<file path="src/hdl/lpe_pkg.sv">
// Shared constants, types and codes of the line position estimator.
package lpe_pkg;

  localparam int NUM_SENSORS = 9;
  localparam int SAMPLE_W    = 12;
  localparam int CENTRE      = (NUM_SENSORS - 1) / 2;
  localparam int IDX_W       = $clog2(NUM_SENSORS);
  localparam int OP_W        = 2;
  localparam int POS_OUT_W   = 12;

  localparam int CLAMP_W = SAMPLE_W + 7;
  localparam int PROD_W  = 2 * SAMPLE_W;
  localparam int LCNT_W  = $clog2(PROD_W + 1);
  localparam int SUM_W   = SAMPLE_W + $clog2(NUM_SENSORS);
  localparam int POS_W   = SUM_W + $clog2(CENTRE + 1) + 1;
  localparam int QNUM_W  = POS_W - 1 + 8;
  localparam int MCNT_W  = $clog2(QNUM_W + 1);

  localparam logic [OP_W-1:0] OP_CLEAR   = 2'd0;
  localparam logic [OP_W-1:0] OP_CALIB   = 2'd1;
  localparam logic [OP_W-1:0] OP_MEASURE = 2'd2;

  localparam int CFG_INDEX_W = 1;
  localparam int CFG_DATA_W  = 12;
  localparam logic [CFG_INDEX_W-1:0] CFG_LINE_IS_WHITE = 1'd0;
  localparam logic [CFG_INDEX_W-1:0] CFG_NORM_MAX      = 1'd1;

  localparam logic [SAMPLE_W-1:0] ADC_MAX        = 12'd4095;
  localparam logic [SAMPLE_W-1:0] NORM_MAX_RESET = 12'd1000;

  localparam logic signed [POS_OUT_W-1:0] POS_MAX = 12'sd2047;
  localparam logic signed [POS_OUT_W-1:0] POS_MIN = -12'sd2048;

  typedef logic [SAMPLE_W-1:0] sample_t;
  typedef sample_t [NUM_SENSORS-1:0] sample_arr_t;

  typedef struct packed {
    logic [OP_W-1:0] operation;
    sample_t         sample_0;
    sample_t         sample_1;
    sample_t         sample_2;
    sample_t         sample_3;
    sample_t         sample_4;
    sample_t         sample_5;
    sample_t         sample_6;
    sample_t         sample_7;
    sample_t         sample_8;
  } sweep_t;

  typedef struct packed {
    logic signed [POS_OUT_W-1:0] position;
    logic                        line_lost;
  } result_t;

  typedef struct packed {
    logic clear;
    logic calib;
    logic start;
  } lane_ctrl_t;

endpackage

</file>
<file path="src/hdl/lpe_lane.sv">
// One sensor lane: calibration store, clamp and iterative normalising divider.
module lpe_lane (
  input  logic                clk,
  input  logic                rst,
  input  lpe_pkg::lane_ctrl_t ctrl,
  input  lpe_pkg::sample_t    sample,
  input  lpe_pkg::sample_t    norm_max,
  input  logic                line_is_white,
  output lpe_pkg::sample_t    v,
  output logic                done
);

  localparam logic [1:0] L_IDLE  = 2'd0;
  localparam logic [1:0] L_CLAMP = 2'd1;
  localparam logic [1:0] L_MUL   = 2'd2;
  localparam logic [1:0] L_DIV   = 2'd3;

  logic [1:0]                    state;
  lpe_pkg::sample_t              mn, mx, s, diff, den, rem;
  logic                          zero;
  logic [lpe_pkg::PROD_W-1:0]    num;
  logic [lpe_pkg::LCNT_W-1:0]    cnt;
  logic [lpe_pkg::CLAMP_W-1:0]   s_x100, mn_x115, mx_x85;
  lpe_pkg::sample_t              s_cl, vq;
  logic [lpe_pkg::SAMPLE_W:0]    rem_sh;

  always_comb begin
    s_x100  = lpe_pkg::CLAMP_W'(s) * lpe_pkg::CLAMP_W'(100);
    mn_x115 = lpe_pkg::CLAMP_W'(mn) * lpe_pkg::CLAMP_W'(115);
    mx_x85  = lpe_pkg::CLAMP_W'(mx) * lpe_pkg::CLAMP_W'(85);
    if (s_x100 < mn_x115) begin
      s_cl = mn;
    end else if (s_x100 > mx_x85) begin
      s_cl = mx;
    end else begin
      s_cl = s;
    end
    rem_sh = {rem, num[lpe_pkg::PROD_W-1]};
    if (num > lpe_pkg::PROD_W'(norm_max)) begin
      vq = norm_max;
    end else begin
      vq = num[lpe_pkg::SAMPLE_W-1:0];
    end
  end

  always_ff @(posedge clk) begin
    if (rst) begin
      state <= L_IDLE;
      done  <= 1'b0;
      mn    <= lpe_pkg::ADC_MAX;
      mx    <= '0;
    end else begin
      if (ctrl.clear) begin
        mn <= lpe_pkg::ADC_MAX;
        mx <= '0;
      end else if (ctrl.calib) begin
        if (sample < mn) begin
          mn <= sample;
        end
        if (sample > mx) begin
          mx <= sample;
        end
      end
      case (state)
        L_IDLE: begin
          if (ctrl.start) begin
            s     <= sample;
            done  <= 1'b0;
            state <= L_CLAMP;
          end
        end
        L_CLAMP: begin
          zero  <= (mx <= mn) || (s_cl < mn);
          diff  <= s_cl - mn;
          den   <= mx - mn;
          state <= L_MUL;
        end
        L_MUL: begin
          num   <= zero ? '0 : lpe_pkg::PROD_W'(norm_max) * lpe_pkg::PROD_W'(diff);
          rem   <= '0;
          cnt   <= zero ? '0 : lpe_pkg::LCNT_W'(lpe_pkg::PROD_W);
          state <= L_DIV;
        end
        L_DIV: begin
          if (cnt != '0) begin
            if (rem_sh >= {1'b0, den}) begin
              rem <= lpe_pkg::SAMPLE_W'(rem_sh - {1'b0, den});
              num <= {num[lpe_pkg::PROD_W-2:0], 1'b1};
            end else begin
              rem <= rem_sh[lpe_pkg::SAMPLE_W-1:0];
              num <= {num[lpe_pkg::PROD_W-2:0], 1'b0};
            end
            cnt <= cnt - 1'b1;
          end else begin
            v     <= line_is_white ? norm_max - vq : vq;
            done  <= 1'b1;
            state <= L_IDLE;
          end
        end
        default: state <= L_IDLE;
      endcase
    end
  end

endmodule

</file>
<file path="config.mk">
export PLATFORM = sky130hd
export DESIGN_NAME = lpe_lane
export DESIGN_NICKNAME = d
export VERILOG_FILES = /design/src/hdl/lpe_pkg.sv /design/src/hdl/lpe_lane.sv
export SDC_FILE = /design/constraint.sdc
export NUM_CORES = 1
export LEC_CHECK = 0
export BUFFER_PORTS_ARGS = -buffer_cell sky130_fd_sc_hd__clkbuf_2
export CORE_MARGIN = 3
export CORE_UTILIZATION = 25
export CTS_CLUSTER_SIZE = 25
export DETAILED_ROUTE_END_ITERATION = 7
export SLEW_MARGIN = 20
export SYNTH_ARGS = -nofsm -noshare
export SYNTH_HDL_FRONTEND = slang
export SYNTH_SLANG_ARGS = --single-unit
</file>
<file path="constraint.sdc">
create_clock -name clk -period 15.7 [get_ports clk]
set_clock_uncertainty 0.1 [all_clocks]
set_input_delay 2.355 -clock clk [delete_from_list [all_inputs] [get_ports clk]]
set_output_delay 2.355 -clock clk [all_outputs]
set_load 0.02 [all_outputs]
</file>
==> out/summary.md, run 1 <==
The count of pins over their slew limit came out at 0. The horizontal die dimension is 272 µm. The run gives 0 as the number of diodes.

The average instance in the mapped netlist occupies 9.08 µm². After synthesis, the netlist uses 81 different library cells. Shortest clock period the worst path allows after layout: 8.24 ns.

By instance count, the cell type seen most on the critical path is ha_1. ha_1 takes more of the synthesized area than any other cell. For this run, the top clock speed supported by timing is 121 MHz. The filler cell count in the final layout is 7531, and the placed wire-length estimate after detailed placement is 34400 µm.

Counting tap cells, the placed design contains a total of 2890 instances. The finished layout holds 2922 standard cells, fillers aside. The largest single stage delay on the critical path is 0.58 ns.

The part of the cycle the worst path needs came out at 52.5%. By count the netlist is led by ha_1 (317), inv_1 (312), nand2_1 (181). For the number of rows in the core area, the log shows 97. The number of max-cap violations is 0, and the pin count of the biggest net entering global routing is 56.

Setup violations remaining at the end of the flow were counted as 0. For the number of DRC markers in iteration 0, the log shows 799. Synthesis handed over a netlist of 1953 instances.

In this run the vertical extent of the chip is 272 µm. The kind of critical path was reg -> reg. The die covers 0.0742 mm². After clock tree synthesis, the flow added hold-fix buffers numbering 0. The buffers inserted during post-CTS setup optimization was 0; the post-route DRC violation count was 0. For this run, asynchronously set or reset flops after synthesis account for 0%.

The number of vias after detailed routing came out at 13500. In this run the tightest slew margin relative to its limit is 30.2%. Among all stages on the critical path, the largest delay is contributed by a22o_1.

In the final routed layout, each cell accounts on average for 14.5 µm. In the final timing run, aggregate negative setup slack is 0 ns. The insertion delay to the later sink of the worst-skew pair was 0.42 ns; the deepest clock path buffer count was 2.

The number of nets at the end of the flow was 2468; the final count of hold timing violations was 0. Most common flop cell mapped by yosys: edfxtp_1. For the global-route wire length before repair, the log shows 70600 µm. After synthesis the cells add up to 0.0177 mm².

The number of nets in the synthesized netlist was 2452. The count of state elements after synthesis was 117; the part of the Yosys area used for sequential elements was 18.3%. Of all nets on the critical path, the largest fanout is 12. Count of flip-flops with a built-in enable after synthesis: 90. Summed over all layers, the global routing overflow is 0. Yosys printed 0 warnings. The detail-routed via count per cell is 4.61.

The most repeated cell in the gate-level netlist after synthesis was ha_1. The weighted congestion reported at the end of routability-driven placement was 0.853. TritonCTS built the clock tree. For this run, the total global-route usage over all layers was measured as 11.7%. The logs give 42400 µm for the total wirelength of the detailed-routed design and 0 for the post-cts sizing count. The first TritonRoute pass finished after 5 iterations. The core region is 0.0701 mm². The clock net in this run drives a total of 117 sinks. CTS placed an instance of clkbuf_16 at the clock tree root. The kind of end point of the critical path is a register. The run gives 0 as the number of antenna-violating nets in the routed design. The via count of the first global-routing pass came out at 13600. The post-layout utilization of the core was 27.8%. For the initial antenna violation count, the log shows 0. Ranked by total cell area, the synthesized netlist is headed by ha_1 (22%), fa_1 (17%), edfxtp_1 (15%), inv_1 (6.6%), nand2_1 (3.8%). The tools report the critical path launch point type as a register.

Counting the buffers created by CTS gives 17. Compared with the post-synthesis result, the final layout area differs by 10.1%. At the pin with the least slew margin, the transition time is 1.04 ns.

The tools report the endpoint arrival time on the critical path as 8.40 ns. In this run the tool buffered the top-level ports with 42 buffer cells. Setup repair after global routing left no endpoint under its margin. The number of placed I/O pins was 43.

At the worst endpoint, the required time is 15.86 ns. For the maximum level of the CTS H-tree, the log shows 4. Proportion of layout cells with a drive suffix above 1: 5.50%. Kind of path behind the tightest hold check: reg -> reg. In this run the biggest area consumer among cell types represents 22.4% of the synthesized area.

The initial utilization of the core area, before any placement, comes to 25.3%. The run finished with clean final reports. The clock edge transition at the registers on the reported setup and hold paths works out to 0.06 ns.
## final timing paths
kind | start | endpoint | slack, ns | cells past startpoint
max reg2reg | mx[3] | zero | 7.46 | 32
min reg2reg | state[0] | state[0] | 0.45 | 2
min | state[0] | state[0] | 0.45 | 2
max | mx[3] | zero | 7.46 | 32
## cells in the final DEF (no fill, tap or decap), drive strengths merged, types with 27 or more instances in the layout
cell type / count
a21o: 43
a21oi: 104
and2: 44
clkbuf: 65
dfxtp: 27
edfxtp: 90
fa: 152
ha: 317
inv: 314
mux2i: 61
nand2: 181
nor2: 114
nor3: 28
o21ai: 71
xnor2: 47
xor2: 28
## logic make-up after synthesis
group | after synthesis | share of synthesized area (%)
simple gates | 507 | 13.7
fa+ha+maj | 469 | 39.5
buf+inv | 363 | 7.90
compound gates | 359 | 13.3
flops | 117 | 18.3
xor+xnor | 75 | 3.70
mux | 63 | 3.57
## worst max-delay path: cells and delay by family, from the launching register on
family,cells,cell delay [ns]
and+or+nand+nor,4,0.39
muxes,2,0.58
AOI/OAI and AO/OA,13,3.13
DFF,1,0.47
buffers and inverters,4,0.26
xor gates and xnor gates,1,0.20
adders and majority gates,8,2.91
## layout make-up
type / instances / area [µm²] / area share, %
clock inverter: 9 / 72.6 / 0.372
inverter: 313 / 1170 / 6.02
sequential: 117 / 3240 / 16.6
tap: 940 / 1180 / 6.02
timing repair buffer: 47 / 248 / 1.27
multi-input combinational: 1473 / 13100 / 67.2
clock buffer: 23 / 500 / 2.56
## state kept, by name (all words and copies together), names as in the netlist
name   cells
diff      12
v         12
s         12
num       24
cnt        5
rem       12
zero       1
mn        12
state      2
done       1
den       12
mx        12
## per-layer routing
layer	GRT usage, %	share of wire (%)
met3	1.50	3.6
met2	19.0	45
met1	16.7	50
met5	0	0
met4	2.17	1.1
## through the flow
step	hold WS [ns]	instance area [µm²]	setup WS, ns
2_1_floorplan	0.405	17700	8.28
3_3_place_gp	0.438	19000	7.69
3_5_place_dp	0.444	19000	7.54
4_1_cts	0.454	19500	7.51
5_1_grt	0.505	19500	6.95
6_report	0.451	19500	7.46
Power of run 1 is not shown: default switching activity piles up to over one toggle a cycle in this logic, so the estimate is an artifact.
==> inputs of run 2 (changes only) <==
==> constraint.sdc (replaced) <==
create_clock -name clk -period 7.8 [get_ports clk]
set_clock_uncertainty 0.1 [all_clocks]
set_input_delay 1.17 -clock clk [delete_from_list [all_inputs] [get_ports clk]]
set_output_delay 1.17 -clock clk [all_outputs]
set_load 0.02 [all_outputs]
==> out/summary.md, run 2 (synthesis results as in run 1) <==
The run gives 0 (unchanged) as the total of hold buffers inserted after clock tree synthesis. The number of nets at the end of the flow came out at 2495 (+1.1%). The run gives 0 (unchanged) as the post-route DRC violation count. The destination of the worst register-to-register timing path was zero.

The clock edge transition at the registers on the reported setup and hold paths is 0.07 ns (about the same), and the routing usage on met1 is 16.7% (+0.038 points). For the worst endpoint required time, the log shows 7.97 ns (-7.89 ns). The final count of hold timing violations was 0 (unchanged). The register with the most flip-flops in the final layout is num. The tools report the deepest clock path buffer count as 2 (unchanged). The final worst-path setup slack is 0.433 ns (-7.02 ns). Proportion of layout cells with a drive suffix above 1: 8.01% (+2.5 points).

The overall die height is 272 µm (unchanged), and the delay of the slowest cell on the worst path is 0.49 ns (-0.09 ns). The number of cells traversed by the worst register-to-register path is 32 (unchanged), and the starting density of the core is 25.3% (unchanged). The run gives 19.3% (+0.29 points) as the global-route met2 utilization. The via count of the first global-routing pass came out at 13600 (+0.43%). The horizontal die dimension is 272 µm (unchanged), and the filler cell count in the final layout is 7559 (+0.37%). The shortest clock period the worst path allows after layout was 7.37 ns (-0.876 ns). Cell with the largest stage delay on the worst path: fa_1. Average wire per cell in the routed design: 14.7 µm (+1.2%). The initial antenna violation count came out at 1 (+1). In this run the most used layer during global routing was met2. STA classifies the critical path startpoint as a register. The total number of clock tree sinks is 117 (unchanged). The aggregate negative setup slack is 0 ns (unchanged), and the maximum level of the CTS H-tree is 4 (unchanged). Minimum setup slack after placement: 0.0402 ns (-7.50 ns).

The post-route worst hold slack was 0.452 ns (+0.000782 ns); the weighted congestion reported at the end of routability-driven placement was 0.869 (+1.9%). The top cell types in the final layout, fill and taps aside, are ha_1 (312), inv_1 (308), nand2_1 (181). The run gives 0.44 ns (+0.02 ns) as the insertion delay to the later sink of the worst-skew pair. The run gives 97 (unchanged) as the number of rows in the core area. The run finished with clean final reports. The total clock buffers created by CTS came out at 17 (unchanged). The die area was 0.0742 mm² (unchanged). Setup repair after global routing left no endpoint under its margin. The endpoint arrival time on the critical path came out at 7.54 ns (-0.86 ns). The critical path ends at zero. The total wirelength of the detailed-routed design is 43300 µm (+2.2%), and the part of the cycle the worst path needs is 94.4% (+42 points).

The tools report the met3 track utilization from global routing as 1.66% (+0.16 points). The number of failing setup endpoints in the final timing report was 0 (unchanged); the number of antenna-violating nets in the routed design was 0 (unchanged). Leaving out fill and tap cells, the most frequent cell in the layout is ha_1. The detail-routed via count per cell is 4.65 (+0.85%), and the number of DRC markers in iteration 0 is 826 (+3.4%).

The kind of end point of the critical path is a register. The number of placed I/O pins is 43 (unchanged), and the number of detailed-route iterations in the first pass is 6 (+1). The tools report the start of the worst register-to-register path as mx[3].

The flip-flop count of the largest register, all copies and words added is 24 (unchanged). Layout-stage area growth over the synthesis result: 11.7%. The setup path with the least slack is of type reg -> reg.

The kind of path behind the tightest hold check was reg -> reg. The number of vias after detailed routing is 13700 (+1.8%). The run gives 0 (unchanged) as the count of pins over their slew limit. The run gives 34900 µm (+1.7%) as the placed wire-length estimate after detailed placement. The tools report the origin of the worst setup path as mx[3].

The number of buffers inserted by port buffering is 42 (unchanged). The tools report the number of max-cap violations as 0 (unchanged). The area of the core is 0.0701 mm² (unchanged). The tools report the global routing usage summed across all routing layers as 11.8% (+0.16 points). The slew at the pin closest to its max-slew limit was 1.07 ns (+0.0217 ns); the overall overflow remaining after global route was 0 (unchanged). The global-route wire length before repair is 71000 µm (+0.51%). The clock root buffer was clkbuf_16. The worst max-slew margin expressed relative to the limit is 28.7% (-1.5 points).

The tools report the highest attainable clock frequency as 136 MHz (+12%). Maximum fanout encountered on the critical timing path: 4 (-8). The flop-to-flop setup slack came out at 0.43 ns (-7.02 ns). TritonCTS built the clock tree. The logs give 56 (unchanged) for the pin count of the biggest net entering global routing and 0 (unchanged) for the number of diodes.
## run 2: changes by cell type in the layout (fill, tap and decap cells not counted), moves of 5 or more
cell,previous run,this run
buf_4,5,31
clkinv_2,6,0
clkinvlp_4,0,5
inv_6,0,5
## run 2: layout make-up
class	instances	area, µm²	share of cell area, %
clock buffers	17	425	2.15
clock inverters	15	123	0.619
inverters	313	1170	5.93
multi-input cells	1473	13200	66.7
flip-flops and latches	117	3250	16.4
well taps	940	1180	5.94
repair buffers	74	454	2.29
## run 2: worst min path at each step
stage          startpoint  endpoint  cells past startpoint
2_1_floorplan    state[0]  state[0]                      2
3_3_place_gp      num[21]   num[22]                      2
3_5_place_dp      num[21]   num[22]                      2
4_1_cts           num[21]   num[22]                      2
5_1_grt             mn[5]     mn[5]                      2
6_report            mx[2]     mx[2]                      2
## run 2: stage by stage
| stage | util (%) | cell area [µm²] | cells |
|---|---|---|---|
| global placement | 27.3 | 19100 | 2914 |
| detailed placement | 27.3 | 19100 | 2914 |
| floorplan | - | 17700 | 1953 |
| CTS | 28.1 | 19700 | 2946 |
| global route | 28.2 | 19800 | 2949 |
| finish | 28.2 | 19800 | 2949 |
## run 2: repair_timing
item | CTS | global route
setup buffers | 0 | 3
endpoints found under the setup margin | 0 | 6
gates resized for setup | 0 | 25
## run 2: worst max-delay path, delay by kind of cell, from the launching register on
| family | cells | cell delay [ns] |
|---|---|---|
| buffers and inverters | 4 | 0.32 |
| adders and majority gates | 8 | 2.65 |
| xor gates and xnor gates | 1 | 0.17 |
| DFF | 1 | 0.33 |
| muxes | 2 | 0.50 |
| and+or+nand+nor | 1 | 0.14 |
| AOI/OAI and AO/OA | 16 | 2.97 |
## run 2: layer usage
metal | vias to the layer above | routed length (µm)
met5 | - | 0
met4 | 0 | 405
met3 | 26 | 1910
met2 | 271 | 20100
met1 | 6635 | 20900
li1 | 6786 | -
Power of run 2 is left out for the same reason.
