`src/hdl/lpe_pkg.sv`:
```
// Shared constants, types and codes of the line position estimator.
package lpe_pkg;

  localparam int NUM_SENSORS = 9;
  localparam int SAMPLE_W    = 12;
  localparam int CENTRE      = (NUM_SENSORS - 1) / 2;
  localparam int IDX_W       = $clog2(NUM_SENSORS);
  localparam int OP_W        = 2;
  localparam int POS_OUT_W   = 12;

  localparam int CLAMP_W = SAMPLE_W + 7;
  localparam int PROD_W  = 2 * SAMPLE_W;
  localparam int LCNT_W  = $clog2(PROD_W + 1);
  localparam int SUM_W   = SAMPLE_W + $clog2(NUM_SENSORS);
  localparam int POS_W   = SUM_W + $clog2(CENTRE + 1) + 1;
  localparam int QNUM_W  = POS_W - 1 + 8;
  localparam int MCNT_W  = $clog2(QNUM_W + 1);

  localparam logic [OP_W-1:0] OP_CLEAR   = 2'd0;
  localparam logic [OP_W-1:0] OP_CALIB   = 2'd1;
  localparam logic [OP_W-1:0] OP_MEASURE = 2'd2;

  localparam int CFG_INDEX_W = 1;
  localparam int CFG_DATA_W  = 12;
  localparam logic [CFG_INDEX_W-1:0] CFG_LINE_IS_WHITE = 1'd0;
  localparam logic [CFG_INDEX_W-1:0] CFG_NORM_MAX      = 1'd1;

  localparam logic [SAMPLE_W-1:0] ADC_MAX        = 12'd4095;
  localparam logic [SAMPLE_W-1:0] NORM_MAX_RESET = 12'd1000;

  localparam logic signed [POS_OUT_W-1:0] POS_MAX = 12'sd2047;
  localparam logic signed [POS_OUT_W-1:0] POS_MIN = -12'sd2048;

  typedef logic [SAMPLE_W-1:0] sample_t;
  typedef sample_t [NUM_SENSORS-1:0] sample_arr_t;

  typedef struct packed {
    logic [OP_W-1:0] operation;
    sample_t         sample_0;
    sample_t         sample_1;
    sample_t         sample_2;
    sample_t         sample_3;
    sample_t         sample_4;
    sample_t         sample_5;
    sample_t         sample_6;
    sample_t         sample_7;
    sample_t         sample_8;
  } sweep_t;

  typedef struct packed {
    logic signed [POS_OUT_W-1:0] position;
    logic                        line_lost;
  } result_t;

  typedef struct packed {
    logic clear;
    logic calib;
    logic start;
  } lane_ctrl_t;

endpackage

```
`src/hdl/lpe_merge.sv`:
```
// Merging stage: weighted sums over the lanes and the signed centroid divider.
module lpe_merge (
  input  logic                 clk,
  input  logic                 rst,
  input  logic                 start,
  input  lpe_pkg::sample_arr_t v,
  output lpe_pkg::result_t     res,
  output logic                 done
);

  localparam logic [1:0] M_IDLE = 2'd0;
  localparam logic [1:0] M_ACC  = 2'd1;
  localparam logic [1:0] M_PREP = 2'd2;
  localparam logic [1:0] M_DIV  = 2'd3;

  logic [1:0]                        state;
  logic [lpe_pkg::IDX_W-1:0]         idx;
  logic [lpe_pkg::SUM_W-1:0]         sum, den, rem;
  logic signed [lpe_pkg::POS_W-1:0]  pos, term;
  logic signed [lpe_pkg::IDX_W:0]    w;
  logic [lpe_pkg::POS_W-2:0]         mag;
  logic [lpe_pkg::QNUM_W-1:0]        num;
  logic [lpe_pkg::MCNT_W-1:0]        cnt;
  logic                              neg;
  logic [lpe_pkg::SUM_W:0]           rem_sh;

  always_comb begin
    w    = $signed({1'b0, idx}) - $signed((lpe_pkg::IDX_W + 1)'(lpe_pkg::CENTRE));
    term = lpe_pkg::POS_W'(w) * $signed(lpe_pkg::POS_W'(v[idx]));
    mag  = pos[lpe_pkg::POS_W-1] ? (lpe_pkg::POS_W - 1)'(-pos) : (lpe_pkg::POS_W - 1)'(pos);
    rem_sh = {rem, num[lpe_pkg::QNUM_W-1]};
  end

  always_ff @(posedge clk) begin
    if (rst) begin
      state <= M_IDLE;
      done  <= 1'b0;
    end else begin
      case (state)
        M_IDLE: begin
          if (start) begin
            idx   <= '0;
            sum   <= '0;
            pos   <= '0;
            done  <= 1'b0;
            state <= M_ACC;
          end
        end
        M_ACC: begin
          sum <= sum + lpe_pkg::SUM_W'(v[idx]);
          pos <= pos + term;
          idx <= idx + 1'b1;
          if (idx == lpe_pkg::IDX_W'(lpe_pkg::NUM_SENSORS - 1)) begin
            state <= M_PREP;
          end
        end
        M_PREP: begin
          if (sum == '0) begin
            res.position  <= '0;
            res.line_lost <= 1'b1;
            done          <= 1'b1;
            state         <= M_IDLE;
          end else begin
            neg   <= pos[lpe_pkg::POS_W-1];
            num   <= {mag, 8'd0};
            den   <= sum;
            rem   <= '0;
            cnt   <= lpe_pkg::MCNT_W'(lpe_pkg::QNUM_W);
            state <= M_DIV;
          end
        end
        M_DIV: begin
          if (cnt != '0) begin
            if (rem_sh >= {1'b0, den}) begin
              rem <= lpe_pkg::SUM_W'(rem_sh - {1'b0, den});
              num <= {num[lpe_pkg::QNUM_W-2:0], 1'b1};
            end else begin
              rem <= rem_sh[lpe_pkg::SUM_W-1:0];
              num <= {num[lpe_pkg::QNUM_W-2:0], 1'b0};
            end
            cnt <= cnt - 1'b1;
          end else begin
            if (neg) begin
              if (num > lpe_pkg::QNUM_W'(2048)) begin
                res.position <= lpe_pkg::POS_MIN;
              end else begin
                res.position <= -$signed(lpe_pkg::POS_OUT_W'(num));
              end
            end else if (num > lpe_pkg::QNUM_W'(2047)) begin
              res.position <= lpe_pkg::POS_MAX;
            end else begin
              res.position <= $signed(lpe_pkg::POS_OUT_W'(num));
            end
            res.line_lost <= 1'b0;
            done          <= 1'b1;
            state         <= M_IDLE;
          end
        end
        default: state <= M_IDLE;
      endcase
    end
  end

endmodule

```
`config.mk`:
```
export PLATFORM = sky130hd
export DESIGN_NAME = lpe_merge
export DESIGN_NICKNAME = d
export VERILOG_FILES = /design/src/hdl/lpe_pkg.sv /design/src/hdl/lpe_merge.sv
export SDC_FILE = /design/constraint.sdc
export NUM_CORES = 1
export LEC_CHECK = 0
export ABC_AREA = 0
export BUFFER_PORTS_ARGS = -buffer_cell sky130_fd_sc_hd__buf_2
export CORE_MARGIN = 8
export CORE_UTILIZATION = 50
export CTS_BUF_LIST = sky130_fd_sc_hd__clkbuf_8
export CTS_CLUSTER_SIZE = 25
export DETAILED_ROUTE_END_ITERATION = 6
export GPL_TIMING_DRIVEN = 0
export MAX_ROUTING_LAYER = met4
export PLACE_DENSITY = 0.7
export REMOVE_ABC_BUFFERS = 1
export SLEW_MARGIN = 20
export SYNTH_ARGS = -nofsm -noshare
export SYNTH_HDL_FRONTEND = slang
export SYNTH_SLANG_ARGS = --single-unit
export TNS_END_PERCENT = 1
```
`constraint.sdc`:
```
create_clock -name clk -period 7.75 [get_ports clk]
set_clock_uncertainty 0.15 [all_clocks]
set_input_delay 0.3875 -clock clk [delete_from_list [all_inputs] [get_ports clk]]
set_output_delay 0.3875 -clock clk [all_outputs]
set_load 0.005 [all_outputs]
```
==> results of run 1 <==
## cells in the mapped netlist, drive strengths merged, types with 2 or more instances
| cell | instances |
|---|---|
| dfxtp | 3 |
| o21ba | 2 |
| mux2i | 23 |
| buf | 7 |
| nand2b | 9 |
| nand3 | 7 |
| a21oi | 40 |
| a21o | 16 |
| clkinv | 2 |
| o21a | 10 |
| nor2b | 18 |
| nand2 | 83 |
| a311oi | 5 |
| o31ai | 8 |
| nand4 | 5 |
| ha | 84 |
| or3 | 6 |
| nor3 | 20 |
| a211oi | 8 |
| o41ai | 5 |
| o21bai | 3 |
| nor4 | 9 |
| a31oi | 7 |
| or4 | 4 |
| o31a | 2 |
| a21boi | 2 |
| a41oi | 3 |
| clkbuf | 28 |
| a221oi | 4 |
| a211o | 2 |
| and3 | 8 |
| inv | 87 |
| xor2 | 27 |
| mux4 | 24 |
| or2 | 2 |
| o21ai | 59 |
| nor3b | 2 |
| and2 | 16 |
| nor2 | 104 |
| edfxtp | 118 |
| fa | 48 |
| xnor2 | 33 |
## timing repair
| item | in CTS | in global routing |
|---|---|---|
| gates resized for setup | 0 | 1 |
| hold buffers | 1 | 0 |
| hold endpoints to repair | 1 | 0 |
| setup endpoints to repair | 0 | 1 |
## registers in the layout, summed over array words and instances, names as in the netlist
signal / cells
neg: 1
state: 2
sum: 16
done: 1
num: 27
idx: 4
pos: 20
den: 16
cnt: 5
rem: 16
res: 13
## worst max-delay path: stages (launching register included)
cell and delay, ns:
sky130_fd_sc_hd__edfxtp_1 0.61, sky130_fd_sc_hd__clkinvlp_4 0.58, sky130_fd_sc_hd__mux2i_1 0.23, sky130_fd_sc_hd__o21ai_0 0.71, sky130_fd_sc_hd__nand2b_1 0.17, sky130_fd_sc_hd__fa_1 0.52
sky130_fd_sc_hd__fa_1 0.55, sky130_fd_sc_hd__inv_1 0.06, sky130_fd_sc_hd__fa_1 0.53, sky130_fd_sc_hd__inv_1 0.05, sky130_fd_sc_hd__fa_1 0.37, sky130_fd_sc_hd__inv_1 0.06
sky130_fd_sc_hd__ha_1 0.25, sky130_fd_sc_hd__nor2b_1 0.16, sky130_fd_sc_hd__o21ai_0 0.20, sky130_fd_sc_hd__a21boi_0 0.18, sky130_fd_sc_hd__o41ai_1 0.57, sky130_fd_sc_hd__o21ai_0 0.30
sky130_fd_sc_hd__a221oi_1 0.38, sky130_fd_sc_hd__xnor2_1 0.18, sky130_fd_sc_hd__nor2_1 0.05
## worst paths after layout
path              to     from  slack [ns]  cells past startpoint
max          pos[19]   idx[2]        0.59                     20
min             done    start        0.20                      4
max reg2reg  pos[19]   idx[2]        0.59                     20
min reg2reg  den[10]  sum[10]        0.37                      0
## routing by layer
metal / track usage (%) / up-vias
met4: 6.936 / 0
met3: 3.619 / 29
met1: 25.40 / 3603
met5: - / -
met2: 31.55 / 213
li1: - / 3690
## power groups by stage
stage          clock network (mW)  logic (mW)  registers (mW)
6_report                    0.592        1.35           0.850
5_1_grt                     0.632        1.54           0.857
4_1_cts                     0.601        1.35           0.849
3_5_place_dp                    0        1.33           0.863
3_3_place_gp                    0        1.29           0.872
2_1_floorplan                   0        1.05           0.849
## kinds of logic after synthesis
kind of cell | share of synthesized area, %
and+or+nand+nor | 14.05
muxes | 7.729
DFF | 36.14
buffers and inverters | 4.718
AOI/OAI and AO/OA | 11.92
adders and majority gates | 20.18
xor gates and xnor gates | 5.270
## layout make-up
type                            count  area [µm²]
Clock inverter                     14       165.2
Tap cell                          265       331.6
Timing Repair Buffer              138       819.5
Fill cell                        1712        8094
Clock buffer                       17       234.0
Multi-Input combinational cell    720        5941
Sequential cell                   121        3603
Inverter                           89       337.8
## layout by cell type, fill, tap and decap left out, drive strengths merged, types with 23 or more instances in the layout
cell and count:
buf 137, edfxtp 118, nor2 104, inv 90
ha 84, nand2 83, o21ai 59, fa 48
a21oi 40, xnor2 33, xor2 27, mux4 24
mux2i 23
==> results, run 1 <==
- The floorplan step set the die width to 157.2 µm.
- Timing would allow up to between 100 and 150 MHz.
- The core area is just under 20000 µm².
- The cell-internal power is roughly 1.7 mW.
- TritonCTS built the clock tree.
- The worst pin sits at a relative slew slack of ~28%.
- The net switching power of the design is between 1 and 1.5 mW.
- Before CTS, the worst setup slack after placement is about 0.35 ns.
- Net switching is 37.73% of the power.
- After clock tree synthesis, the setup repair step added 0 buffers.
- Input and output buffers added on the ports amount to between 100 and 150.
- Of the total power, the clock network draws 21.2%.
- The final RePlAce weighted congestion is approximately 0.9.
- The root buffer cell chosen for the clock tree is sky130_fd_sc_hd__clkbuf_8.
- After layout, the worst setup slack is roughly 0.59 ns.
- In this run the worst hold path is classified as in -> reg.
- The synthesized netlist contains just over 60 unique library cells.
- For this configuration, the core starts out at a cell density of 51.07%.
- The initial antenna violation count is 0.
- The amount of wire on met2 after detailed routing is between 10 and 15 mm.
- The die covers between 20000 and 25000 µm².
- In this run the biggest area consumer among cell types represents a little over a third of the synthesized area.
- The clock-pin slew reported for the worst setup and hold paths after clock tree synthesis is approximately 0.080 ns.
- The worst-margin pin slew is approximately 1.1 ns.
- The total power density per cell area is 244.2 nW/µm².
- The net count reported at finish is roughly 1300.
- The end-of-flow core utilization is 58.55%.
- The combinational power share is 48.3%.
- The die is ~160 µm tall.
- The number of placed cells counting well taps is approximately 1300.
- The via count of the first global-routing pass is 7678.
- The maximum level of the CTS H-tree is 4.
- The synthesized design contains 118 enable-type register cells.
- The number of antenna diodes is 0.
- The leftover overflow at the end of global routing is 0.
- The number of hold-slack violations in the final timing report is 0.
- The maximum vdd ir drop is ~0.16 mV.
- The number of core rows is approximately 50.
- The count of final max-slew check failures came to 0.
- For the worst setup path, the data required time is 7.77 ns.
- The highest signal layer in the routed design is met4.
- For the final routed database, the setup TNS stands at 0 ns.
- The post-place instance area is around 11000 µm².
- The number of detailed-route iterations in the first pass is 5.
- The wire length of the first global-routing pass is roughly 38 mm.
- In the final layout, the share of cells above drive strength 1 is 18.65%.
- After synthesis, the cell types taking the most area are sky130_fd_sc_hd__edfxtp_1 (36%), sky130_fd_sc_hd__ha_1 (11%), sky130_fd_sc_hd__fa_1 (9.6%), sky130_fd_sc_hd__mux4_2 (5.4%), sky130_fd_sc_hd__nor2_1 (3.9%).
- After detailed routing, the average wire length per cell comes to around 17 µm.
- Along the worst path, the maximum fanout reaches 23.
- In this run, synthesis produced a sequential element count of between 100 and 150.
- After detailed routing, the number of vias per cell comes to 5.524.
- The tool flagged a number of max-cap violations equal to 0.
- Clock tree synthesis found a total of about 120 sinks.
- The length of routed wiring on met1 is 10.68 mm.
- The count of placed standard cells in the final layout, fillers left out is around 1400.
- Setup repair after global routing left no endpoint under its margin.
- The dominant cell type by area after synthesis is sky130_fd_sc_hd__edfxtp_1.
- The average instance in the mapped netlist occupies 10.33 µm².
- The warning count from the yosys run is 0.
- The kind of start point of the critical path is a flop.
- The static leakage is between 4 and 5 nW.
- The type of the worst setup path is reg -> reg.
- The tightest hold path in the finished design has a slack of 0.1993 ns.
- The total power is 2.791 mW.
- The count of final setup violators is 0.
- Entering global routing, the biggest net connects 45 pins.
- The sequential-to-total area share from yosys stat is a little over a third.
- Global routing used around a fifth of the available tracks across all layers.
- The vias after detailed routing is 7535.
- During I/O placement, the number of pins put on the boundary was 125.
- The category of the worst setup path capture point is a flop.
- The share of async-settable or async-resettable flops after synthesis is 0%.
- The insertion delay to the later sink of the worst-skew pair is between 0.4 and 0.5 ns.
- In this run, flip-flops and latches consume a little under a third of the power.
- In this run, CTS created clock tree buffers numbering 17.
- The final design instance area without fill is 11430 µm².
- Subtracting the final worst setup slack from the clock period gives 7.159 ns.
- In this run, the number of DRC markers left after iteration 0 of detailed routing was roughly 420.
- The maximum buffer depth of the clock tree is 2.
- Wires add up to between 20 and 25 mm.
- The area growth from synthesis to layout is 14.64%.
- The count of mapped cells out of synthesis is approximately 970.
- The cell area that synthesis handed to floorplanning was about 10000 µm².
- For this run, design rule violations remaining after detail routing come to 0.
- The arrival time at the worst endpoint is between 7 and 8 ns.
- In this run the remaining antenna-violating nets after routing total 0.
- The flow ran to the end, and the final reports show no timing, DRC or antenna violations.
- The post-route clock period utilization is around 92%.
- In the detailed route, the total length drawn on met3 is ~1.1 mm.
- The post-detailed-placement half-perimeter wirelength is 18.19 mm.
- The predominant post-synthesis flop cell is sky130_fd_sc_hd__edfxtp_1.
Note: power is estimated with default switching activity, not from simulation.
==> inputs of run 2 (changes only) <==
==> constraint.sdc (replaced) <==
create_clock -name clk -period 7.75 [get_ports clk]
set_clock_uncertainty 0.15 [all_clocks]
set_input_delay 0.775 -clock clk [delete_from_list [all_inputs] [get_ports clk]]
set_output_delay 0.775 -clock clk [all_outputs]
set_load 0.005 [all_outputs]
==> run 2 against run 1 <==
Design area about the same. Total power about the same. Largest cell class unchanged. Maximum frequency fell by 0.18%. Routed wire length hardly changed. Sequential share of layout area about the same.
==> results, run 2 (synthesis results as in run 1) <==
- Clock-pin slew was measured on the worst setup and hold paths at about 0.080 ns.
- The final layout contains about 1300 nets.
- The violation count after the first detailed-routing iteration is around 410.
- The floorplan step set the die height to approximately 160 µm.
- The critical path goes through clkinvlp_4 > mux2i_1 > o21ai_0 > nand2b_1 > fa_1 > fa_1 > inv_1 > fa_1 > inv_1 > fa_1 > inv_1 > ha_1 > nor2b_1 > o21ai_0 > a21boi_0 > o41ai_1 > o21ai_0 > a221oi_1 > xnor2_1 > nor2_1.
- Prior to clock tree synthesis, the placed netlist has a worst setup slack of ~0.35 ns.
- For this run, the detailed router's first-pass iteration total came to 5.
- The worst setup path is of the reg -> reg kind.
- On the final layout, the worst hold slack is around 0.37 ns.
- For this design the total switching power over the nets is about 1.1 mW.
- At the pin with the least slew margin, the transition time is between 1 and 1.5 ns.
- The maximum vdd ir drop is 0.1596 mV.
- The number of hold-slack violations in the final timing report is 0.
- The total number of clock tree sinks is 121.
- The cell at the slowest stage of the critical path is sky130_fd_sc_hd__o21ai_0.
- The total wirelength of the detailed-routed design is between 20 and 25 mm.
- STA classifies the critical path endpoint as a flop.
- Entering global routing, the biggest net connects 45 pins.
- The run finished with clean final reports.
- The largest registers in the layout are num x27, pos x20.
- The maximum buffer depth of the clock tree is 2.
- The max-cap check violation count is 0.
- In this run the most critical hold path is launched from sum[10].
- In this run the worst path has a maximum fanout of 23.
- The average wire length per cell after detail routing is around 17 µm.
- Global routing consumed, over all layers together, 19.92% of the routing resources.
- Derived from the worst setup path, the maximum achievable clock frequency is 139.4 MHz.
- The final sum of negative setup slack is 0 ns.
- By instance count, the cell type seen most on the critical path is sky130_fd_sc_hd__fa_1.
- The type of the tightest min-delay check is reg -> reg.
- Subtracting the final worst setup slack from the clock period gives between 7 and 8 ns.
- For this design, the CTS-stage hold fixing added 0 buffers.
- The clock tree root buffer cell is sky130_fd_sc_hd__clkbuf_8.
- Combinational logic burns a little under 50% of the power.
- Ranked by flip-flop count, first place goes to num.
- After detailed routing, the number of remaining DRC violations is 0.
- Port buffering added around 120 buffers.
- The floorplan step set the die width to 157.2 µm.
- The most frequent standard cell in the layout excluding fill and tap cells is sky130_fd_sc_hd__buf_2.
- The startpoint identified for the worst register-to-register timing path is idx[2].
- In this run the power density over the cells is ~240 nW/µm².
- The count of final max-slew check failures is 0.
- Once the floorplan was initialized, standard cells occupied 51.07% of the core.
- At the later pin of the worst-skew pair, clock insertion delay measures 0.45 ns.
- Of the total power, the share spent switching nets is between 30% and 40%.
- In this run the remaining antenna-violating nets after routing total 0.
- Of the total power, the clock network draws around a fifth.
- about 130 I/O pins were placed.
- Setup repair after global routing left no endpoint under its margin.
- The first global-routing pass estimated around 38 mm of wire.
- The initial antenna violation count was 0.
- The fraction of layout cells with a size suffix above 1 is about a fifth.
- The core region is about 20000 µm².
- Once routing completed, OpenROAD measured the worst setup slack at a little under 0.6 ns.
- Sequential cells account for 30.4% of the total power.
- The number of core rows is 51.
- Total power for the finished layout comes to 2.794 mW.
- The final critical path takes up between 90% and 100% of the cycle.
- The flop-to-flop setup slack is slightly below 0.6 ns.
- For this design the static power due to leakage is slightly below 5 nW.
- The top cell types in the final layout, fill and taps aside, are sky130_fd_sc_hd__buf_2 (125), sky130_fd_sc_hd__edfxtp_1 (118), sky130_fd_sc_hd__nor2_1 (102), sky130_fd_sc_hd__inv_1 (90), sky130_fd_sc_hd__ha_1 (84).
- The maximum level of the CTS H-tree is 4.
- The number of antenna diodes is 0.
- The detailed router placed roughly 7500 vias in this run.
- The cell-internal power is 1.738 mW.
- The CTS tree is done.
- The cell type group with the largest total delay on the critical path is compound AO/OA/AOI/OAI gates.
- The count of final setup violators is 0.
- Using the TritonRoute via totals, the vias-per-cell ratio works out to roughly 5.5.
- The full die area is roughly 25000 µm².
- The leftover overflow at the end of global routing is 0.
- STA classifies the critical path startpoint as a flop.
- At the worst endpoint, the required time is a little under 8 ns.
- The start point of the critical path is idx[2].
- The synthesis-to-finish area growth is 14.54%.
- The largest single stage delay on the critical path is between 0.7 and 0.8 ns.
- The register with the most flip-flops in the layout has 27 of them.
- Buffers inserted during clock tree synthesis total 17.
- The number of setup buffers added after CTS is 0.
- The worst relative slew slack is ~30%.
- STA puts the critical path data arrival time at approximately 7.2 ns.
- Routability-driven placement finished with a final weighted congestion of 0.8841.
- After legalization and detailed placement, the total HPWL measured roughly 18 mm.
- The via count of the first global-routing pass is 7678.
- The sum of buffers and inverters on the critical path is 4.
- The number of gates resized after CTS was 0.
==> run 2: power by group through the flow <==
| stage | clock (mW) | combinational (mW) | sequential, mW |
|---|---|---|---|
| 4_1_cts | 0.601 | 1.35 | 0.849 |
| 3_3_place_gp | 0 | 1.29 | 0.872 |
| 2_1_floorplan | 0 | 1.05 | 0.849 |
| 5_1_grt | 0.632 | 1.54 | 0.857 |
| 3_5_place_dp | 0 | 1.33 | 0.863 |
| 6_report | 0.594 | 1.35 | 0.850 |
==> run 2: per-stage QoR <==
stage / cells / utilization (%) / area, µm²
6_report: 1363 / 58.50 / 11420
2_1_floorplan: 930 / - / 9836
3_5_place_dp: 1332 / 56.43 / 11020
5_1_grt: 1363 / 58.50 / 11420
3_3_place_gp: 1319 / 55.25 / 10790
4_1_cts: 1363 / 58.48 / 11420
==> run 2: worst paths after layout <==
| check | to | cells after the start |
|---|---|---|
| worst max-delay path | pos[19] | 20 |
| worst min-delay path | den[10] | 0 |
| worst min register to register | den[10] | 0 |
| worst max register to register | pos[19] | 20 |
==> run 2: per-layer routing <==
metal / wire length (µm) / part of all wire (%) / global-route usage, % / vias to the layer above
met5: 0 / 0 / - / -
met4: 502 / 2.2 / 6.936 / 0
met3: 1087 / 4.7 / 3.647 / 29
met2: 10670 / 46 / 31.55 / 210
met1: 10710 / 47 / 25.39 / 3600
li1: - / - / - / 3690
==> run 2: final cells by class <==
| class | instances | area [µm²] |
|---|---|---|
| tap | 265 | 331.6 |
| sequential | 121 | 3603 |
| inverter | 89 | 337.8 |
| multi-input combinational | 720 | 5941 |
| timing repair buffer | 137 | 809.5 |
| clock buffer | 17 | 234.0 |
| clock inverter | 14 | 165.2 |
| fill | 1713 | 8104 |
